## config.mk

```make
export PLATFORM = sky130hd
export DESIGN_NAME = segment_lcd_temperature_formatter_core
export DESIGN_NICKNAME = d
export VERILOG_FILES = /design/src/sv/segfmt_pkg.sv /design/src/sv/segment_lcd_temperature_formatter_core.sv /design/src/sv/segfmt_queue.sv /design/src/sv/segfmt_front.sv /design/src/sv/segfmt_back.sv
export SDC_FILE = /design/constraint.sdc
export NUM_CORES = 1
export LEC_CHECK = 0
export ABC_AREA = 1
export BUFFER_PORTS_ARGS = -buffer_cell sky130_fd_sc_hd__buf_2
export CAP_MARGIN = 40
export CELL_PAD_IN_SITES_DETAIL_PLACEMENT = 1
export CELL_PAD_IN_SITES_GLOBAL_PLACEMENT = 1
export CORE_MARGIN = 2
export CORE_UTILIZATION = 44
export CTS_BUF_LIST = sky130_fd_sc_hd__clkbuf_4 sky130_fd_sc_hd__clkbuf_8 sky130_fd_sc_hd__clkbuf_16
export DETAILED_ROUTE_END_ITERATION = 8
export GPL_ROUTABILITY_DRIVEN = 0
export PLACE_DENSITY = 0.76
export SLEW_MARGIN = 20
export SYNTH_ARGS = -nofsm -noshare
export SYNTH_HDL_FRONTEND = slang
export SYNTH_SLANG_ARGS = --single-unit
export TNS_END_PERCENT = 20
```

## constraint.sdc

```tcl
create_clock -name clk -period 3.83 [get_ports clk]
set_clock_uncertainty 0.2 [all_clocks]
set_input_delay 0.383 -clock clk [delete_from_list [all_inputs] [get_ports clk]]
set_output_delay 0.383 -clock clk [all_outputs]
set_load 0.005 [all_outputs]
```

## src/sv/segfmt_pkg.sv

```systemverilog
// Shared types and constants of the segment LCD temperature formatter.
package segfmt_pkg;

    localparam int TEMP_W   = 16;
    localparam int LEVEL_W  = 3;
    localparam int ADDR_W   = 4;
    localparam int NIBBLE_W = 4;
    localparam int DIGIT_W  = 4;
    localparam int MAG_W    = 14;

    localparam logic [MAG_W-1:0] MAG_MAX = 14'd9999;

    localparam int DESC_QUEUE_DEPTH = 2;
    localparam int OUT_QUEUE_DEPTH  = 2;

    // Classified update: sign, battery level, snapshot of config and blink phase, digits.
    typedef struct packed {
        logic               neg;
        logic [LEVEL_W-1:0] level;
        logic               unit_point;
        logic               phase;
        logic [DIGIT_W-1:0] d4;
        logic [DIGIT_W-1:0] d3;
        logic [DIGIT_W-1:0] d2;
        logic [DIGIT_W-1:0] d1;
    } desc_t;

    // One nibble write toward the segment controller.
    typedef struct packed {
        logic [ADDR_W-1:0]   address;
        logic [NIBBLE_W-1:0] nibble;
        logic                last;
    } wr_t;

endpackage

```

## src/sv/segment_lcd_temperature_formatter_core.sv

```systemverilog
// Top level of the segment LCD temperature formatter.
//
// Input channel: push/full with temp_tenths (signed tenths of a degree) and
// battery_level. Each accepted update becomes 14 to 18 nibble writes on the
// result channel (empty/pop with write_address, write_nibble, last_write),
// oldest first; last_write marks the final write of an update.
// cfg_write/cfg_data set the unit mark enable; write it only while idle.
// The first write of an update reaches the result ports through the input
// stage, two digit stages, the classified-update queue and the result queue.
// Throughput: at most one write per cycle, while the result queue has room;
// the slot walker steps through every write slot, disabled ones included,
// up to the last write of the update, which sets the sustained rate.
// Updates queue in the front while the walker works.
// Reset empties both queues, clears the blink phase and sets the unit mark
// enable. A receiver that holds pop low keeps the current write on the ports;
// the walker and then the front stall behind the full queues, and full rises.
module segment_lcd_temperature_formatter_core
    import segfmt_pkg::*;
#(
    parameter int DESC_DEPTH = DESC_QUEUE_DEPTH,
    parameter int OUT_DEPTH  = OUT_QUEUE_DEPTH
) (
    input  logic                      clk,
    input  logic                      rst_n,
    input  logic                      cfg_write,
    input  logic                      cfg_data,
    input  logic                      push,
    output logic                      full,
    input  logic signed [TEMP_W-1:0]  temp_tenths,
    input  logic [LEVEL_W-1:0]        battery_level,
    output logic                      empty,
    input  logic                      pop,
    output logic [ADDR_W-1:0]         write_address,
    output logic [NIBBLE_W-1:0]       write_nibble,
    output logic                      last_write
);

    desc_t desc_in;
    desc_t desc_out;
    logic  desc_push;
    logic  desc_full;
    logic  desc_empty;
    logic  desc_pop;
    wr_t   wr_in;
    wr_t   wr_out;
    logic  wr_push;
    logic  wr_full;

    segfmt_front u_front (
        .clk           (clk),
        .rst_n         (rst_n),
        .cfg_write     (cfg_write),
        .cfg_data      (cfg_data),
        .push          (push),
        .full          (full),
        .temp_tenths   (temp_tenths),
        .battery_level (battery_level),
        .desc_push     (desc_push),
        .desc          (desc_in),
        .desc_full     (desc_full)
    );

    segfmt_queue #(
        .WIDTH ($bits(desc_t)),
        .DEPTH (DESC_DEPTH)
    ) u_desc_queue (
        .clk   (clk),
        .rst_n (rst_n),
        .push  (desc_push),
        .wdata (desc_in),
        .full  (desc_full),
        .pop   (desc_pop),
        .rdata (desc_out),
        .empty (desc_empty)
    );

    segfmt_back u_back (
        .clk        (clk),
        .rst_n      (rst_n),
        .desc       (desc_out),
        .desc_empty (desc_empty),
        .desc_pop   (desc_pop),
        .wr         (wr_in),
        .wr_push    (wr_push),
        .wr_full    (wr_full)
    );

    segfmt_queue #(
        .WIDTH ($bits(wr_t)),
        .DEPTH (OUT_DEPTH)
    ) u_out_queue (
        .clk   (clk),
        .rst_n (rst_n),
        .push  (wr_push),
        .wdata (wr_in),
        .full  (wr_full),
        .pop   (pop),
        .rdata (wr_out),
        .empty (empty)
    );

    assign write_address = wr_out.address;
    assign write_nibble  = wr_out.nibble;
    assign last_write    = wr_out.last;

endmodule

```

## src/sv/segfmt_queue.sv

```systemverilog
// Small register queue used between the formatter stages and at the result side.
module segfmt_queue #(
    parameter int WIDTH = 8,
    parameter int DEPTH = 2
) (
    input  logic             clk,
    input  logic             rst_n,
    input  logic             push,
    input  logic [WIDTH-1:0] wdata,
    output logic             full,
    input  logic             pop,
    output logic [WIDTH-1:0] rdata,
    output logic             empty
);

    localparam int AW = $clog2(DEPTH);
    localparam int CW = $clog2(DEPTH + 1);

    logic [WIDTH-1:0] mem [DEPTH];
    logic [AW-1:0]    wptr_reg, wptr_next;
    logic [AW-1:0]    rptr_reg, rptr_next;
    logic [CW-1:0]    count_reg, count_next;
    logic             do_push, do_pop;

    assign full    = (count_reg == CW'(DEPTH));
    assign empty   = (count_reg == '0);
    assign do_push = push && !full;
    assign do_pop  = pop && !empty;
    assign rdata   = mem[rptr_reg];

    always_comb
    begin
        wptr_next  = wptr_reg;
        rptr_next  = rptr_reg;
        if (do_push)
        begin
            wptr_next = (wptr_reg == AW'(DEPTH - 1)) ? '0 : wptr_reg + 1'b1;
        end
        if (do_pop)
        begin
            rptr_next = (rptr_reg == AW'(DEPTH - 1)) ? '0 : rptr_reg + 1'b1;
        end
        count_next = count_reg + CW'(do_push) - CW'(do_pop);
    end

    always_ff @(posedge clk or negedge rst_n)
    begin
        if (!rst_n)
        begin
            wptr_reg  <= '0;
            rptr_reg  <= '0;
            count_reg <= '0;
        end
        else
        begin
            wptr_reg  <= wptr_next;
            rptr_reg  <= rptr_next;
            count_reg <= count_next;
        end
    end

    always_ff @(posedge clk)
    begin
        if (do_push)
        begin
            mem[wptr_reg] <= wdata;
        end
    end

endmodule

```

## src/sv/segfmt_front.sv

```systemverilog
// Front end: takes updates, saturates the magnitude and splits it into decimal digits.
module segfmt_front
    import segfmt_pkg::*;
(
    input  logic                      clk,
    input  logic                      rst_n,
    input  logic                      cfg_write,
    input  logic                      cfg_data,
    input  logic                      push,
    output logic                      full,
    input  logic signed [TEMP_W-1:0]  temp_tenths,
    input  logic [LEVEL_W-1:0]        battery_level,
    output logic                      desc_push,
    output desc_t                     desc,
    input  logic                      desc_full
);

    localparam logic [MAG_W-1:0] UNIT_THOUSAND = 14'd1000;
    localparam logic [MAG_W-1:0] UNIT_HUNDRED  = 14'd100;
    localparam logic [MAG_W-1:0] UNIT_TEN      = 14'd10;

    // Largest k in 0..9 with k*unit <= v; the compares are independent.
    function automatic logic [DIGIT_W-1:0] digit_of(input logic [MAG_W-1:0] v,
                                                    input logic [MAG_W-1:0] unit);
        logic [DIGIT_W-1:0] d;
        d = '0;
        for (int k = 1; k <= 9; k++)
        begin
            if (v >= MAG_W'(k) * unit)
            begin
                d = DIGIT_W'(k);
            end
        end
        return d;
    endfunction

    logic                 unit_point_reg;
    logic                 phase_reg;

    logic                 s1_valid_reg, s2_valid_reg, s3_valid_reg;
    logic                 adv1, adv2, adv3;

    logic [TEMP_W-1:0]    raw;
    logic [TEMP_W-1:0]    mag_abs;
    logic [MAG_W-1:0]     mag_sat;

    logic                 s1_neg_reg;
    logic [LEVEL_W-1:0]   s1_level_reg;
    logic                 s1_upe_reg;
    logic                 s1_phase_reg;
    logic [MAG_W-1:0]     s1_mag_reg;

    logic                 s2_neg_reg;
    logic [LEVEL_W-1:0]   s2_level_reg;
    logic                 s2_upe_reg;
    logic                 s2_phase_reg;
    logic [DIGIT_W-1:0]   s2_d4_reg;
    logic [9:0]           s2_rem_reg;
    logic [DIGIT_W-1:0]   s2_d4_next;
    logic [9:0]           s2_rem_next;

    logic                 s3_neg_reg;
    logic [LEVEL_W-1:0]   s3_level_reg;
    logic                 s3_upe_reg;
    logic                 s3_phase_reg;
    logic [DIGIT_W-1:0]   s3_d4_reg;
    logic [DIGIT_W-1:0]   s3_d3_reg;
    logic [6:0]           s3_rem_reg;
    logic [DIGIT_W-1:0]   s3_d3_next;
    logic [6:0]           s3_rem_next;

    logic [DIGIT_W-1:0]   d2;
    logic [DIGIT_W-1:0]   d1;

    // Stall chain: a stage loads when it is empty or its successor loads.
    assign adv3 = !s3_valid_reg || !desc_full;
    assign adv2 = !s2_valid_reg || adv3;
    assign adv1 = !s1_valid_reg || adv2;
    assign full = !adv1;

    assign raw     = temp_tenths;
    assign mag_abs = raw[TEMP_W-1] ? (~raw + 16'd1) : raw;
    assign mag_sat = (mag_abs > TEMP_W'(MAG_MAX)) ? MAG_MAX : mag_abs[MAG_W-1:0];

    always_comb
    begin
        s2_d4_next  = digit_of(s1_mag_reg, UNIT_THOUSAND);
        s2_rem_next = 10'(s1_mag_reg - MAG_W'(s2_d4_next) * UNIT_THOUSAND);
        s3_d3_next  = digit_of(MAG_W'(s2_rem_reg), UNIT_HUNDRED);
        s3_rem_next = 7'(MAG_W'(s2_rem_reg) - MAG_W'(s3_d3_next) * UNIT_HUNDRED);
        d2          = digit_of(MAG_W'(s3_rem_reg), UNIT_TEN);
        d1          = DIGIT_W'(MAG_W'(s3_rem_reg) - MAG_W'(d2) * UNIT_TEN);
    end

    assign desc_push       = s3_valid_reg && !desc_full;
    assign desc.neg        = s3_neg_reg;
    assign desc.level      = s3_level_reg;
    assign desc.unit_point = s3_upe_reg;
    assign desc.phase      = s3_phase_reg;
    assign desc.d4         = s3_d4_reg;
    assign desc.d3         = s3_d3_reg;
    assign desc.d2         = d2;
    assign desc.d1         = d1;

    always_ff @(posedge clk or negedge rst_n)
    begin
        if (!rst_n)
        begin
            unit_point_reg <= 1'b1;
            phase_reg      <= 1'b0;
            s1_valid_reg   <= 1'b0;
            s2_valid_reg   <= 1'b0;
            s3_valid_reg   <= 1'b0;
        end
        else
        begin
            if (cfg_write)
            begin
                unit_point_reg <= cfg_data;
            end
            // Flip the blink phase once per accepted update.
            if (push && adv1)
            begin
                phase_reg <= ~phase_reg;
            end
            if (adv1)
            begin
                s1_valid_reg <= push;
            end
            if (adv2)
            begin
                s2_valid_reg <= s1_valid_reg;
            end
            if (adv3)
            begin
                s3_valid_reg <= s2_valid_reg;
            end
        end
    end

    always_ff @(posedge clk)
    begin
        if (push && adv1)
        begin
            s1_neg_reg   <= raw[TEMP_W-1];
            s1_level_reg <= battery_level;
            s1_upe_reg   <= unit_point_reg;
            s1_phase_reg <= phase_reg;
            s1_mag_reg   <= mag_sat;
        end
        if (adv2)
        begin
            s2_neg_reg   <= s1_neg_reg;
            s2_level_reg <= s1_level_reg;
            s2_upe_reg   <= s1_upe_reg;
            s2_phase_reg <= s1_phase_reg;
            s2_d4_reg    <= s2_d4_next;
            s2_rem_reg   <= s2_rem_next;
        end
        if (adv3)
        begin
            s3_neg_reg   <= s2_neg_reg;
            s3_level_reg <= s2_level_reg;
            s3_upe_reg   <= s2_upe_reg;
            s3_phase_reg <= s2_phase_reg;
            s3_d4_reg    <= s2_d4_reg;
            s3_d3_reg    <= s3_d3_next;
            s3_rem_reg   <= s3_rem_next;
        end
    end

endmodule

```

## src/sv/segfmt_back.sv

```systemverilog
// Back end: walks the write slots of one update and issues one nibble write per cycle while wr_full is low.
module segfmt_back
    import segfmt_pkg::*;
(
    input  logic  clk,
    input  logic  rst_n,
    input  desc_t desc,
    input  logic  desc_empty,
    output logic  desc_pop,
    output wr_t   wr,
    output logic  wr_push,
    input  logic  wr_full
);

    localparam int SLOTS  = 18;
    localparam int SLOT_W = 5;

    localparam logic [SLOT_W-1:0] SLOT_BATTERY   = 5'd9;
    localparam logic [SLOT_W-1:0] SLOT_TENTHS_HI = 5'd10;
    localparam logic [SLOT_W-1:0] SLOT_TENTHS_LO = 5'd11;
    localparam logic [SLOT_W-1:0] SLOT_UNITS_HI  = 5'd12;
    localparam logic [SLOT_W-1:0] SLOT_UNITS_LO  = 5'd13;
    localparam logic [SLOT_W-1:0] SLOT_TENS_A    = 5'd14;
    localparam logic [SLOT_W-1:0] SLOT_TENS_B    = 5'd15;
    localparam logic [SLOT_W-1:0] SLOT_HUND_HI   = 5'd16;
    localparam logic [SLOT_W-1:0] SLOT_HUND_LO   = 5'd17;

    localparam logic [ADDR_W-1:0] ADDR_HUND    = 4'd0;
    localparam logic [ADDR_W-1:0] ADDR_TENS    = 4'd2;
    localparam logic [ADDR_W-1:0] ADDR_UNITS   = 4'd4;
    localparam logic [ADDR_W-1:0] ADDR_TENTHS  = 4'd6;
    localparam logic [ADDR_W-1:0] ADDR_BATTERY = 4'd8;

    localparam logic [NIBBLE_W-1:0] MARK_NIB  = 4'h1;
    localparam logic [NIBBLE_W-1:0] MINUS_NIB = 4'h4;
    localparam logic [NIBBLE_W-1:0] ICON_NIB  = 4'h8;

    localparam logic [LEVEL_W-1:0] LEVEL_BLINK = 3'd5;

    function automatic logic [7:0] seg_pattern(input logic [DIGIT_W-1:0] d);
        logic [7:0] p;
        case (d)
            4'd0:    p = 8'hAF;
            4'd1:    p = 8'h06;
            4'd2:    p = 8'hCB;
            4'd3:    p = 8'h4F;
            4'd4:    p = 8'h66;
            4'd5:    p = 8'h6D;
            4'd6:    p = 8'hED;
            4'd7:    p = 8'h07;
            4'd8:    p = 8'hEF;
            4'd9:    p = 8'h6F;
            default: p = 8'h00;
        endcase
        return p;
    endfunction

    logic [SLOT_W-1:0]   slot_reg, slot_next;
    logic [SLOTS-1:0]    en_mask;
    logic [SLOTS-1:0]    rest;
    logic                cur_en;
    logic                cur_last;
    logic                adv;
    logic [ADDR_W-1:0]   cur_addr;
    logic [NIBBLE_W-1:0] cur_nib;
    logic [NIBBLE_W-1:0] bar_nib;
    logic [7:0]          pat1, pat2, pat3, pat4;
    logic                blank_tens;
    logic                blink;
    logic                p1;
    logic                tens_mark;

    always_comb
    begin
        pat1       = seg_pattern(desc.d1);
        pat2       = seg_pattern(desc.d2);
        pat3       = seg_pattern(desc.d3);
        pat4       = seg_pattern(desc.d4);
        blank_tens = (desc.d4 == '0) && (desc.d3 == '0);
        blink      = (desc.level == LEVEL_BLINK);
        p1         = (desc.level >= 3'd1) && (desc.level <= 3'd4);
        tens_mark  = !blink || desc.phase;

        case (desc.level)
            3'd2:    bar_nib = ICON_NIB | 4'h1;
            3'd3:    bar_nib = ICON_NIB | 4'h3;
            3'd4:    bar_nib = ICON_NIB | 4'h7;
            default: bar_nib = ICON_NIB;
        endcase

        en_mask        = '0;
        en_mask[8:0]   = '1;
        en_mask[SLOT_BATTERY]   = (desc.level <= LEVEL_BLINK);
        en_mask[SLOT_TENTHS_HI] = 1'b1;
        en_mask[SLOT_TENTHS_LO] = 1'b1;
        en_mask[SLOT_UNITS_HI]  = 1'b1;
        en_mask[SLOT_UNITS_LO]  = 1'b1;
        // Blank tens: the mark write drops out at level five while the blink phase is set.
        en_mask[SLOT_TENS_A]    = !blank_tens || !blink || !desc.phase;
        en_mask[SLOT_TENS_B]    = !blank_tens || (desc.neg && blink);
        en_mask[SLOT_HUND_HI]   = (desc.d4 != '0) || (desc.neg && desc.d3 != '0) || p1;
        en_mask[SLOT_HUND_LO]   = (desc.d4 != '0);

        cur_addr = '0;
        cur_nib  = '0;
        case (slot_reg)
            5'd0, 5'd1, 5'd2, 5'd3, 5'd4, 5'd5, 5'd6, 5'd7, 5'd8:
            begin
                cur_addr = slot_reg[ADDR_W-1:0];
                cur_nib  = '0;
            end
            SLOT_BATTERY:
            begin
                cur_addr = ADDR_BATTERY;
                cur_nib  = bar_nib;
            end
            SLOT_TENTHS_HI:
            begin
                cur_addr = ADDR_TENTHS;
                cur_nib  = pat1[7:4] | MARK_NIB;
            end
            SLOT_TENTHS_LO:
            begin
                cur_addr = ADDR_TENTHS + 4'd1;
                cur_nib  = pat1[3:0];
            end
            SLOT_UNITS_HI:
            begin
                cur_addr = ADDR_UNITS;
                cur_nib  = pat2[7:4] | (desc.unit_point ? MARK_NIB : 4'h0);
            end
            SLOT_UNITS_LO:
            begin
                cur_addr = ADDR_UNITS + 4'd1;
                cur_nib  = pat2[3:0];
            end
            SLOT_TENS_A:
            begin
                cur_addr = ADDR_TENS;
                if (!blank_tens)
                begin
                    cur_nib = pat3[7:4] | (tens_mark ? MARK_NIB : 4'h0);
                end
                else if (desc.neg)
                begin
                    cur_nib = MINUS_NIB | MARK_NIB;
                end
                else
                begin
                    cur_nib = MARK_NIB;
                end
            end
            SLOT_TENS_B:
            begin
                // Blank negative tens rewrites the same address with minus alone.
                if (!blank_tens)
                begin
                    cur_addr = ADDR_TENS + 4'd1;
                    cur_nib  = pat3[3:0];
                end
                else
                begin
                    cur_addr = ADDR_TENS;
                    cur_nib  = MINUS_NIB;
                end
            end
            SLOT_HUND_HI:
            begin
                cur_addr = ADDR_HUND;
                if (desc.d4 != '0)
                begin
                    cur_nib = pat4[7:4] | (p1 ? MARK_NIB : 4'h0);
                end
                else if (desc.neg && desc.d3 != '0)
                begin
                    cur_nib = MINUS_NIB | (p1 ? MARK_NIB : 4'h0);
                end
                else
                begin
                    cur_nib = MARK_NIB;
                end
            end
            SLOT_HUND_LO:
            begin
                cur_addr = ADDR_HUND + 4'd1;
                cur_nib  = pat4[3:0];
            end
            default:
            begin
                cur_addr = '0;
                cur_nib  = '0;
            end
        endcase

        cur_en   = en_mask[slot_reg];
        rest     = en_mask >> slot_reg;
        cur_last = cur_en && (rest[SLOTS-1:1] == '0);
        // Step past a disabled slot without waiting for room; hold an enabled one until the queue has room.
        adv      = !desc_empty && (!cur_en || !wr_full);
        wr_push  = !desc_empty && cur_en && !wr_full;
        desc_pop = adv && cur_last;

        slot_next = slot_reg;
        if (adv)
        begin
            slot_next = cur_last ? '0 : slot_reg + 5'd1;
        end
    end

    assign wr.address = cur_addr;
    assign wr.nibble  = cur_nib;
    assign wr.last    = cur_last;

    always_ff @(posedge clk or negedge rst_n)
    begin
        if (!rst_n)
        begin
            slot_reg <= '0;
        end
        else
        begin
            slot_reg <= slot_next;
        end
    end

endmodule

```

### After elaboration in Yosys (flattened, before gate mapping)

Memory sizes are Yosys's and may differ from the RTL's.
Index checks and enable logic that the tools add are counted.

* register bits after elaboration: 79
* bits in latches: 0
* bits in writable memories: 62
* ROM bits: 448
* input bits: 25
* word-level logic and storage cells: 210
* memories: 6

* $add $sub $neg: 13
* $mul: 3
* divide/modulo/power cells: 0
* $lt $le $gt $ge: 32
* equal/unequal tests: 23
* shift-type cells: 1
* multiplexer cells: 51
* bitwise operators: 5
* reductions and logical operators: 46

Memories
* (name not given): words 16, bits a word 7, read ports 1, clocked after Yosys merged registers in 0, write ports 0, RTL line segfmt_back.sv:42 `case (d)`
* (name not given): words 16, bits a word 7, read ports 1, clocked after Yosys merged registers in 0, write ports 0, RTL line segfmt_back.sv:42
* (name not given): words 16, bits a word 7, read ports 1, clocked after Yosys merged registers in 0, write ports 0, RTL line segfmt_back.sv:42
* (name not given): words 16, bits a word 7, read ports 1, clocked after Yosys merged registers in 0, write ports 0, RTL line segfmt_back.sv:42
* u_desc_queue.mem: words 2, bits a word 22, read ports 1, clocked after Yosys merged registers in 0, write ports 1, RTL line segfmt_queue.sv:19 `logic [WIDTH-1:0] mem [DEPTH];`
* u_out_queue.mem: words 2, bits a word 9, read ports 1, clocked after Yosys merged registers in 0, write ports 1, RTL line segfmt_queue.sv:19

Operators by type and width (number)
* one-hot mux 4 bit (9 select lines): 2
* two-way mux 4 bit: 16
* greater-or-equal comparator 14 x 13 -> 1 bit, second input constant: 4
* == test 5 x 4 -> 1 bit, second input constant: 8
* greater-or-equal comparator 10 bit, second input constant: 4
* greater-or-equal comparator 10 x 9 -> 1 bit, second input constant: 3
* greater-or-equal comparator 14 x 12 -> 1 bit, second input constant: 2
* two-way mux 3 bit: 9
* greater-or-equal comparator 7 x 6 -> 1 bit, second input constant: 3
* greater-or-equal comparator 7 bit, second input constant: 3
* == test 5 x 3 -> 1 bit, second input constant: 4
* right shift 18 x 5 -> 18 bit: 1
* zero test 17 bit: 1
* adder 16 x 1 -> 16 bit, second input constant: 1
* greater-than comparator 16 x 14 -> 1 bit, second input constant: 1
* two-way mux 1 bit: 16
* two-way mux 16 bit: 1
* NOT 16 bit: 1
* logical AND 1 bit: 15
* greater-or-equal comparator 14 x 10 -> 1 bit, second input constant: 1
* greater-or-equal comparator 14 x 11 -> 1 bit, second input constant: 1
* greater-or-equal comparator 14 bit, second input constant: 1
* greater-or-equal comparator 7 x 5 -> 1 bit, second input constant: 2
* zero test 1 bit: 12
* other kinds (34): 62

### Depth between registers and ports, before layout

Gate-level depths: netlist of run 1.
An unclocked memory read counts as a cell.

* depth after elaboration: 14
* mapped depth: 26
* gate-level depth less buffers: 26

### Hierarchy

A second synthesis of run 1 with hierarchy kept.

* cells, all modules: 965
* area, all modules: 8503.2 um2

Modules (own cells, without submodules)
* segfmt_front: instances 1, cells an instance 467, area each 4146.5 um2, sequential area each 1958.1 um2
* segfmt_queue (u_desc_queue): instances 1, cells an instance 148, area each 1840.5 um2, sequential area each 1421.4 um2
* segfmt_back: instances 1, cells an instance 270, area each 1627.8 um2, sequential area each 125.1 um2
* segfmt_queue (u_out_queue): instances 1, cells an instance 80, area each 888.4 um2, sequential area each 640.6 um2

### Worst setup path after synthesis of run 1

No wires, ideal clock.

* path type: register to register
* from: register u_front.s1_mag_reg[9]
* to: register u_front.s2_rem_reg[9] (data pin)
* data arrival time: 3.646 ns
* data required time: 3.377 ns
* slack: -0.270 ns
* cell stages (with the launch flop): 21
* buffers on the path: 0
* clock period less this slack: 4.100 ns
* cells stage by stage: edfxtp_1 -> nand2_1 -> nor2_1 -> inv_1 -> nand2_1 -> nand4_1 -> o211ai_1 -> inv_1 -> a21oi_1 -> ha_1 -> fa_1 -> fa_1 -> inv_1 -> ha_1 -> nand2_1 -> nand2_1 -> a21oi_1 -> xnor2_1 -> inv_1 -> nand2_1 -> nand2_1

RTL lines
* start: declaration: RTL line segfmt_front.sv:51 `logic [MAG_W-1:0] s1_mag_reg;`
* start signal: assignment: RTL line segfmt_front.sv:149 `s1_mag_reg <= mag_sat;`
* greater-or-equal comparator 14 x 11 -> 1 bit: RTL line segfmt_front.sv:29 `if (v >= MAG_W'(k) * unit)`
* two-way mux 4 bit (7 in a row): RTL line segfmt_front.sv:29
* two-way mux 4 bit (*): RTL line segfmt_front.sv:29
* via u_front.s2_d4_next[1]: RTL line segfmt_front.sv:59 `logic [DIGIT_W-1:0] s2_d4_next;`
* multiplier 4 x 7 -> 7 bit (*): RTL line segfmt_front.sv:88 `s2_rem_next = 10'(s1_mag_reg - MAG_W'(s2_d4_next) * UNIT_THOUSAND);`
* subtractor 10 bit (*): RTL line segfmt_front.sv:88
* via u_front.s2_rem_next[9]: RTL line segfmt_front.sv:60 `logic [9:0] s2_rem_next;`
* end signal: assignment: RTL line segfmt_front.sv:158 `s2_rem_reg <= s2_rem_next;`
* end: declaration: RTL line segfmt_front.sv:58 `logic [9:0] s2_rem_reg;`

The timed path passes the listed nets; every way through them passes the cells marked *.
A chain may end at the register's enable or synchronous reset.

### Worst setup path in the final report of run 1

Ends and elaborated chain as after synthesis.

==> results.json, run 1 <==
{
  "cts_num_sinks": 141,
  "grt_use_total_pct": 22.2,
  "total_power_mw": 9.18,
  "wl_per_cell_um": 16.8,
  "final_nets": 1091,
  "synth.yosys.warnings": 0,
  "die_x_um": 142,
  "dp_hpwl_um": 15300,
  "vias_per_cell": 5.22,
  "route.detailed.drc": 0,
  "cts-htree-levels": 4,
  "synthCells": 912,
  "whs_path_depth": 3,
  "die_h_um": 142,
  "syn_avg_cell_area_um2": 9.16,
  "synth_common_cells": "201 x nand2_1, 145 x inv_1, 123 x edfxtp_1",
  "report.final.hold_viol_count": 0,
  "grt_pass1_vias": 7027,
  "cts_max_path_buffers": 2,
  "setup_viol": 3,
  "largest_register_ffs": 44,
  "rows": 50,
  "cts_tree": "yes",
  "required_ns": 3.79,
  "antenna_found_initial": 0,
  "maxSlewHeadroom_pct": 48.3,
  "synth_flop_cell": "edfxtp_1",
  "fillers": 2149,
  "insertion_delay_ns": 0.42,
  "synth_nets": 993,
  "io_buffers": 35,
  "synth-simple-area-share_pct": 21.3,
  "antenna_cells": 0,
  "synth_seq_cells": 141,
  "yosys-top-cells-area": "edfxtp_1 44%, nand2_1 9.0%, ha_1 7.3%, inv_1 6.5%, dfrtp_1 5.1%",
  "synth_cell_types": 50,
  "maxCapViolCount": 0,
  "synthArstFlopShare_pct": 12.8,
  "drtAntennaViolNets": 0,
  "core-area_um2": 18600,
  "yosysMostFrequentCell": "nand2_1",
  "end_kind": "flop",
  "grt_pass1_wl_um": 34800,
  "yosys.area.top_type": "edfxtp_1",
  "cts_made_buffers": 17,
  "synth_edf_count": 123,
  "area_growth_pct": 19.1,
  "ff2ff_path_depth": 19,
  "multiInputGateArea_um2": 3710,
  "violations": "setup timing",
  "yosys.area_share.xor_xnor_pct": 3.46,
  "dieArea_um2": 20100,
  "yosysSeqAreaShare_pct": 49.6,
  "grt-ovfl-total": 0,
  "finalCritPeriodShare_pct": 111,
  "synth_compound_area_share_pct": 8.46,
  "fin_util_pct": 53.4,
  "status": "complete, but fails checks",
  "synth.area.mux_share_pct": 0.539,
  "clk_pin_slew_ns": 0.06,
  "cts_root_buf": "clkbuf_16",
  "tightest_slew_ns": 0.773,
  "power_density_nw_per_um2": 923,
  "synth_area_um2": 8350,
  "synth_fa_ha_area_share_pct": 9.02,
  "routed_wl_um": 21100,
  "slew_violations": 0,
  "initial_utilization_pct": 44.8,
  "seq_area_um2": 4150,
  "setup_ws_ns": -0.402,
  "num_vias": 6559,
  "leakage_nw": 4.53,
  "ioPinCount": 36,
  "timing.final.crit_period_ns": 4.23,
  "crit_fanout": 5,
  "rsz0062_at_grt": "true",
  "critical_path_class": "reg2reg",
  "timing.hold.ws_ns": 0.112,
  "worstPathArrival_ns": 4.20,
  "ir_drop_mv": 0.356,
  "hp-class": "in2reg",
  "layout-drive-gt1-share_pct": 17.5,
  "clock.fmax_mhz": 236,
  "crit_path_start_kind": "flop",
  "synth.top_cell.area_share_pct": 44.2,
  "synth_top_family_by_area": "simple AND/OR/NAND/NOR gates",
  "drt-pass1-iter-count": 4,
  "initialDrtViolationCount": 360,
  "grt_max_degree": 25
}
[placed cells by master, fill, tap and decap left out, types with 7 or more instances in the layout]
| cell type | instances |
|---|---|
| nand2_2 | 12 |
| o211ai_1 | 7 |
| buf_4 | 41 |
| nand4_1 | 14 |
| nand2_1 | 197 |
| o21ai_0 | 51 |
| inv_6 | 7 |
| clkbuf_16 | 17 |
| buf_2 | 35 |
| inv_1 | 142 |
| xor2_1 | 20 |
| nand2_4 | 8 |
| nand3_1 | 43 |
| edfxtp_1 | 123 |
| dlygate4sd3_1 | 7 |
| nor3_1 | 11 |
| o21ai_1 | 7 |
| or2_2 | 7 |
| nor2_1 | 77 |
| nand3b_1 | 7 |
| xnor2_1 | 11 |
| ha_1 | 45 |
| dfrtp_1 | 17 |
| a21oi_1 | 30 |
[layout make-up]
| cell class | count | share of cell area (%) |
|---|---|---|
| flip-flops and latches | 141 | 41.7 |
| multi-input cells | 612 | 37.3 |
| repair buffers | 88 | 6.13 |
| inverters | 150 | 5.71 |
| clock buffers | 17 | 4.28 |
| well taps | 234 | 2.94 |
| clock inverters | 15 | 1.99 |
[kinds of logic (layout without fill, tap and decap cells)]
| logic type | count (synthesis) | count (layout) |
|---|---|---|
| flops | 141 | 141 |
| simple gates | 396 | 396 |
| fa+ha+maj | 56 | 56 |
| buf+inv | 159 | 270 |
| mux | 3 | 3 |
| compound gates | 124 | 124 |
| xor+xnor | 33 | 33 |
[critical path: stages (launching register included)]
cell,delay (ns)
edfxtp_1,0.36
nand2_2,0.10
nor2_4,0.18
inv_2,0.07
nand2_2,0.06
nand4_1,0.10
o211ai_1,0.13
inv_1,0.12
a21oi_4,0.28
buf_6,0.14
fa_1,0.42
fa_1,0.57
ha_4,0.23
xnor2_2,0.13
ha_1,0.31
a21oi_2,0.19
xnor2_2,0.14
inv_1,0.09
nand2_1,0.08
nand2_1,0.06
[per-stage QoR]
stage	instance area, µm²	worst slack, ns	TNS [ns]	instances
6_report	9950	-0.402	-0.666	1257
5_1_grt	9950	-0.555	-1.12	1257
4_1_cts	9900	-0.197	-0.303	1254
3_5_place_dp	9030	-0.405	-0.632	1206
3_3_place_gp	9020	-0.102	-0.102	1205
2_1_floorplan	8370	0.000584	0	912
[where the power goes]
| group | internal, mW | switching [mW] | total [mW] | leakage [nW] |
|---|---|---|---|---|
| sequential | 2.65 | 0.377 | 3.03 | 1.41 |
| clock | 1.05 | 0.708 | 1.76 | 0.305 |
| combinational | 1.60 | 2.79 | 4.39 | 2.82 |
| total | 5.30 | 3.88 | 9.18 | 4.53 |
[routing by layer]
metal | GRT usage [%] | share of wire (%)
met3 | 3.71 | 2.4
met1 | 24.8 | 40
met4 | 8.74 | 3.2
met5 | 0 | 0
met2 | 42.0 | 54
[worst paths after layout]
check	to	startpoint	slack [ns]
worst max-delay path	u_front.s2_rem_reg[9]	u_front.s1_mag_reg[9]	-0.40
worst min-delay path	u_front.s1_mag_reg[0]	temp_tenths[0]	0.11
worst max register to register	u_front.s2_rem_reg[9]	u_front.s1_mag_reg[9]	-0.40
worst min register to register	u_front.s3_phase_reg	u_front.s2_phase_reg	0.22
max in group asynchronous	u_front.unit_point_reg	rst_n	2.82
min in group asynchronous	u_back.slot_reg[4]	rst_n	0.25
[what timing repair did]
action / CTS / global route
setup buffers: 9 / 3
pin swaps: 18 / 9
hold buffers: 7 / 0
resized for setup: 27 / 7
setup endpoints to repair: 3 / 4
hold endpoints to repair: 22 / 0
Power figures use the tool's default switching activity.
==> inputs of run 2 (changes only) <==
--- a/config.mk
+++ b/config.mk
@@ -10,11 +10,12 @@
 export CAP_MARGIN = 40
 export CELL_PAD_IN_SITES_DETAIL_PLACEMENT = 1
 export CELL_PAD_IN_SITES_GLOBAL_PLACEMENT = 1
-export CORE_MARGIN = 2
+export CORE_MARGIN = 10
 export CORE_UTILIZATION = 44
 export CTS_BUF_LIST = sky130_fd_sc_hd__clkbuf_4 sky130_fd_sc_hd__clkbuf_8 sky130_fd_sc_hd__clkbuf_16
 export DETAILED_ROUTE_END_ITERATION = 8
 export GPL_ROUTABILITY_DRIVEN = 0
+export HOLD_SLACK_MARGIN = 0.06
 export PLACE_DENSITY = 0.76
 export SLEW_MARGIN = 20
 export SYNTH_ARGS = -nofsm -noshare
==> results.json, run 2 (synthesis gave the netlist of run 1 again) <==
{
  "ir_drop_mv": 0.369,
  "crit_chain": "buf_4 -> nand2_2 -> o21ai_1 -> o21ai_1 -> inv_2 -> a21oi_4 -> fa_1 -> fa_1 -> ha_4 -> xnor2_4 -> ha_4 -> a21oi_4 -> xnor2_2 -> inv_1 -> nand2_1 -> nand2_1",
  "cts_max_path_buffers": 2,
  "final_nets": 1097,
  "dp_hpwl_um": 15600,
  "crit_path_start_kind": "flop",
  "drt-pass1-iter-count": 4,
  "grt_max_degree": 25,
  "route.detailed.drc": 0,
  "rrSetupSlack_ns": -0.24,
  "crit_fanout": 4,
  "clock.fmax_mhz": 246,
  "final_cell_mix": "193 x nand2_1, 140 x inv_1, 123 x edfxtp_1",
  "slew_violations": 0,
  "insertion_delay_ns": 0.43,
  "grt_pass1_vias": 7287,
  "antenna_cells": 0,
  "vias_per_cell": 5.18,
  "end_kind": "flop",
  "wl_per_cell_um": 17.3,
  "cts_num_sinks": 141,
  "seq_area_um2": 4150,
  "critPathMaxStageDelay_ns": 0.56,
  "finalCritPeriodShare_pct": 106,
  "setup_viol": 2,
  "clk_pin_slew_ns": 0.06,
  "worstPathArrival_ns": 4.04,
  "ioPinCount": 36,
  "maxCapViolCount": 0,
  "largest_register_ffs": 44,
  "fin_cells": 1263,
  "reg2reg_from": "u_front.s1_mag_reg[11]",
  "r2r-end": "u_front.s2_rem_reg[9]",
  "tightest_slew_ns": 0.796,
  "hp-start": "temp_tenths[0]",
  "violations": "setup timing",
  "rows": 50,
  "final_common_cell": "nand2_1",
  "cpMaxStageDelayCell": "fa_1",
  "antenna_found_initial": 0,
  "grt_pass1_wl_um": 36400,
  "fin_setup_tns_ns": -0.323,
  "whs_path_depth": 3,
  "layout-drive-gt1-share_pct": 19.2,
  "dieArea_um2": 24900,
  "multiInputGateArea_um2": 3800,
  "cts-htree-levels": 4,
  "cts_made_buffers": 17,
  "grt_use_total_pct": 18.6,
  "critical_path_class": "reg2reg",
  "total_power_mw": 9.23,
  "power_density_nw_per_um2": 918,
  "cts_tree": "yes",
  "hp-class": "in2reg",
  "dpl.cell_count": 1207,
  "initial_utilization_pct": 44.7,
  "die_x_um": 158,
  "place_ws_ns": -0.305,
  "routed_wl_um": 21900,
  "cts_root_buf": "clkbuf_16",
  "report.final.hold_viol_count": 0,
  "rsz0062_at_grt": "true",
  "maxSlewHeadroom_pct": 46.7,
  "grt-ovfl-total": 0,
  "area_growth_pct": 20.4,
  "ff2ff_path_depth": 16,
  "io_buffers": 35,
  "fillers": 2126,
  "die_h_um": 158,
  "required_ns": 3.80,
  "hold_end": "u_front.s1_mag_reg[0]",
  "setup_ws_ns": -0.236,
  "status": "complete, but fails checks",
  "leakage_nw": 4.55,
  "initialDrtViolationCount": 203,
  "drtAntennaViolNets": 0,
  "num_vias": 6547,
  "timing.final.crit_period_ns": 4.07,
  "core-area_um2": 18700,
  "timing.hold.ws_ns": 0.0940
}
==> run 2: cell count changes in the layout (fill, tap and decap cells not counted), sizes merged <==
cell	previous run	this run
clkinvlp	1	3
inv	157	156
buf	81	87
bufinv	3	2
==> run 2: layout make-up <==
class | count | area share (%)
inverter | 150 | 5.65
multi-input combinational | 612 | 37.8
clock inverter | 15 | 1.74
timing repair buffer | 94 | 6.43
clock buffer | 17 | 4.23
sequential | 141 | 41.2
tap | 234 | 2.91
==> run 2: where the power goes <==
| group | internal, mW | switching [mW] |
|---|---|---|
| clock network | 0.981 | 0.716 |
| registers | 2.65 | 0.368 |
| logic | 1.67 | 2.84 |
==> run 2: what timing repair did <==
item | 4_1_cts | 5_1_grt
gates cloned | 0 | 0
resized for setup | 46 | 5
hold buffers | 7 | 0
hold endpoints to repair | 23 | 0
pin swaps | 19 | 7
endpoints found under the setup margin | 2 | 4
setup buffers | 11 | 6
==> run 2: worst max-delay path by stage <==
stage	from	endpoint	slack [ns]	cells past startpoint
2_1_floorplan	u_front.s1_mag_reg[9]	u_front.s2_rem_reg[9]	0.0006	20
3_3_place_gp	u_front.s1_mag_reg[9]	u_front.s2_rem_reg[9]	-0.11	15
3_5_place_dp	u_front.s1_mag_reg[7]	u_front.s2_rem_reg[9]	-0.31	17
4_1_cts	u_front.s1_mag_reg[9]	u_front.s2_rem_reg[9]	-0.06	18
5_1_grt	u_front.s1_mag_reg[11]	u_front.s2_rem_reg[9]	-0.38	24
6_report	u_front.s1_mag_reg[11]	u_front.s2_rem_reg[9]	-0.24	16
==> run 2: critical path: cells and delay by family (launching register included) <==
| kind | cells | cell delay [ns] |
|---|---|---|
| adders and majority gates | 4 | 1.56 |
| buffers and inverters | 3 | 0.38 |
| xor gates and xnor gates | 2 | 0.33 |
| and+or+nand+nor | 3 | 0.22 |
| DFF | 1 | 0.44 |
| AOI/OAI and AO/OA | 4 | 0.68 |
==> run 2: per-layer routing <==
layer	wire length, µm	GRT usage (%)	up-vias
li1	-	-	3228
met1	8650	19.6	3179
met2	12000	34.9	102
met3	668	3.96	38
met4	566	7.52	0
met5	0	0	-
==> run 2: through the flow <==
| step | utilization [%] | area (µm²) |
|---|---|---|
| after global routing | 53.8 | 10100 |
| after detailed placement | 48.3 | 9040 |
| after CTS | 53.5 | 10000 |
| final | 53.8 | 10100 |
| after floorplan | - | 8370 |
| after global placement | 48.3 | 9030 |
==> inputs of run 3 (changes only) <==
--- a/config.mk
+++ b/config.mk
@@ -11,12 +11,12 @@
 export CELL_PAD_IN_SITES_DETAIL_PLACEMENT = 1
 export CELL_PAD_IN_SITES_GLOBAL_PLACEMENT = 1
 export CORE_MARGIN = 10
-export CORE_UTILIZATION = 44
-export CTS_BUF_LIST = sky130_fd_sc_hd__clkbuf_4 sky130_fd_sc_hd__clkbuf_8 sky130_fd_sc_hd__clkbuf_16
+export CORE_UTILIZATION = 45
+export CTS_BUF_LIST = sky130_fd_sc_hd__clkbuf_2
 export DETAILED_ROUTE_END_ITERATION = 8
 export GPL_ROUTABILITY_DRIVEN = 0
 export HOLD_SLACK_MARGIN = 0.06
-export PLACE_DENSITY = 0.76
+export PLACE_DENSITY = 0.77
 export SLEW_MARGIN = 20
 export SYNTH_ARGS = -nofsm -noshare
 export SYNTH_HDL_FRONTEND = slang
==> results.json, run 3 (synthesis gave the netlist of run 1 again) <==
{
  "status": "complete, but fails checks",
  "violations": "setup timing",
  "grt_pass1_vias": 7488,
  "cpMaxStageDelayCell": "fa_2",
  "slew_violations": 0,
  "power_density_nw_per_um2": 839,
  "crit_chain": "nand2_2 -> nor2_4 -> inv_2 -> nand2_1 -> nand4_1 -> o211ai_1 -> inv_1 -> a21oi_4 -> fa_2 -> fa_2 -> ha_4 -> xnor2_1 -> ha_1 -> a21oi_2 -> xnor2_2 -> inv_1 -> nand2_1 -> nand2_1",
  "cp_num_cells": 18,
  "largest_register_ffs": 44,
  "grt_max_degree": 25,
  "num_vias": 6820,
  "vias_per_cell": 5.25,
  "die_x_um": 156,
  "p_sw_share_pct": 44.6,
  "fillers": 2078,
  "cts_made_buffers": 17,
  "wl_per_cell_um": 17.6,
  "finalCritPeriodShare_pct": 109,
  "cp-startpoint": "u_front.s1_mag_reg[8]",
  "dieArea_um2": 24400,
  "ir_drop_mv": 0.340,
  "grt_pass1_wl_um": 38000,
  "crit_buf_inv": 3,
  "die_h_um": 156,
  "maxCapViolCount": 0,
  "power_frac_comb_pct": 52.4,
  "cts_tree": "yes",
  "antenna_cells": 0,
  "leakage_nw": 4.58,
  "dr_wl_met3_um": 686,
  "internal_power_mw": 4.67,
  "fin_util_pct": 55.5,
  "area_growth_pct": 20.2,
  "cts_num_sinks": 141,
  "place_ws_ns": -0.352,
  "layout-drive-gt1-share_pct": 18.1,
  "setup_ws_ns": -0.363,
  "clock.fmax_mhz": 239,
  "p_seq_share_pct": 35.6,
  "setup_viol": 2,
  "required_ns": 4.16,
  "drtAntennaViolNets": 0,
  "hp-class": "in2reg",
  "route.detailed.drc": 0,
  "ioPinCount": 36,
  "worst_path_dominant_cell_family": "adder cells",
  "report.final.hold_viol_count": 0,
  "maxSlewHeadroom_pct": 55.7,
  "wl_met1_um": 9170,
  "fin_setup_tns_ns": -0.611,
  "power_frac_clock_pct": 12.0,
  "seq_area_um2": 4150,
  "initial_utilization_pct": 46.2,
  "cts-htree-levels": 4,
  "antenna_found_initial": 0,
  "final_cell_mix": "197 x nand2_1, 141 x inv_1, 123 x edfxtp_1",
  "timing.hold.ws_ns": 0.154,
  "timing.final.crit_period_ns": 4.19,
  "routed_wl_um": 22800,
  "grt_use_total_pct": 19.6,
  "io_buffers": 35,
  "critPathMaxStageDelay_ns": 0.60,
  "critical_path_class": "reg2reg",
  "multiInputGateArea_um2": 3720,
  "grt-ovfl-total": 0,
  "met2_length_um": 12300,
  "reg2reg_from": "u_front.s1_mag_reg[8]",
  "tightest_slew_ns": 0.660,
  "crit_path_start_kind": "flop",
  "core-area_um2": 18100,
  "insertion_delay_ns": 0.80,
  "final_common_cell": "nand2_1",
  "worstPathArrival_ns": 4.52,
  "clk_pin_slew_ns": 0.27,
  "ff2ff_path_depth": 18,
  "cts_root_buf": "clkbuf_2",
  "power_switching_mw": 3.76,
  "top_layer": "met4",
  "rows": 49,
  "initialDrtViolationCount": 297,
  "crit_path_end": "u_front.s2_rem_reg[9]",
  "r2r-end": "u_front.s2_rem_reg[9]",
  "end_kind": "flop",
  "crit_fanout": 5,
  "cpMostUsedCell": "nand2_1",
  "drt-pass1-iter-count": 5,
  "final_nets": 1139,
  "rsz0062_at_grt": "true",
  "rrSetupSlack_ns": -0.36,
  "dp_hpwl_um": 15800,
  "cts_max_path_buffers": 2
}
run 3: cell count changes in the layout (fill, tap and decap cells not counted), moves of 3 or more:
cell and delta:
dlygate4sd3_1 +36, clkbuf_2 +18, clkbuf_16 -17, buf_4 +6, ha_1 +4, ha_4 -4
nand2_1 +4, nand2_2 -4, clkinv_4 +3, clkinvlp_4 -3
run 3: how the worst min path moves through the flow:
stage / startpoint / to / slack (ns) / cells past startpoint
finish: push / u_front.s1_valid_reg / 0.15 / 4
global route: push / u_front.s1_valid_reg / 0.13 / 4
CTS: cfg_write / u_front.unit_point_reg / 0.11 / 3
detailed placement: rst_n / u_out_queue.wptr_reg / 0.15 / 1
global placement: rst_n / u_out_queue.rptr_reg / 0.14 / 1
floorplan: rst_n / u_back.slot_reg[0] / -0.11 / 0
run 3: worst register-to-register path, stage by stage, from the launching register on:
cell and delay (ns):
edfxtp_1 0.46, nand2_2 0.12, nor2_4 0.17, inv_2 0.05, nand2_1 0.06, nand4_1 0.08, o211ai_1 0.12, inv_1 0.11
a21oi_4 0.29, fa_2 0.52, fa_2 0.60, ha_4 0.22, xnor2_1 0.12, ha_1 0.30, a21oi_2 0.19, xnor2_2 0.13
inv_1 0.06, nand2_1 0.07, nand2_1 0.06
run 3: power groups by stage:
stage,Sequential (mW),Combinational (mW),Clock [mW]
after global placement,2.99,3.83,0
after floorplan,2.89,2.96,0
after detailed placement,3.05,4.09,0
final,3.00,4.41,1.01
after global routing,3.08,5.05,1.09
after CTS,3.01,4.38,1.01
run 3: timing repair:
| action | in CTS | in global routing |
|---|---|---|
| gates resized for setup | 28 | 8 |
| pin swaps | 16 | 7 |
| hold endpoints to repair | 61 | 0 |
| buffers inserted | 15 | 3 |
| hold buffers | 43 | 0 |
| endpoints found under the setup margin | 3 | 4 |
run 3: cell type report:
cell class                 count  area share (%)
sequential                   141            41.3
multi-input combinational    612            37.0
timing repair buffer         136            10.5
inverter                     150            5.68
tap                          229            2.85
clock inverter                14            1.82
clock buffer                  18           0.897
run 3: per-layer routing:
metal / vias up / GRT usage [%]
met2: 137 / 36.9
met5: - / 0
li1: 3309 / -
met4: 0 / 8.00
met3: 58 / 3.45
met1: 3316 / 21.1
run 3: metrics by stage:
step / power, mW / std cells / instance area [µm²]
final: 8.43 / 1300 / 10000
after global routing: 9.22 / 1300 / 10000
after CTS: 8.40 / 1296 / 9990
after detailed placement: 7.14 / 1206 / 9060
after global placement: 6.82 / 1206 / 9060
after floorplan: 5.85 / 912 / 8370
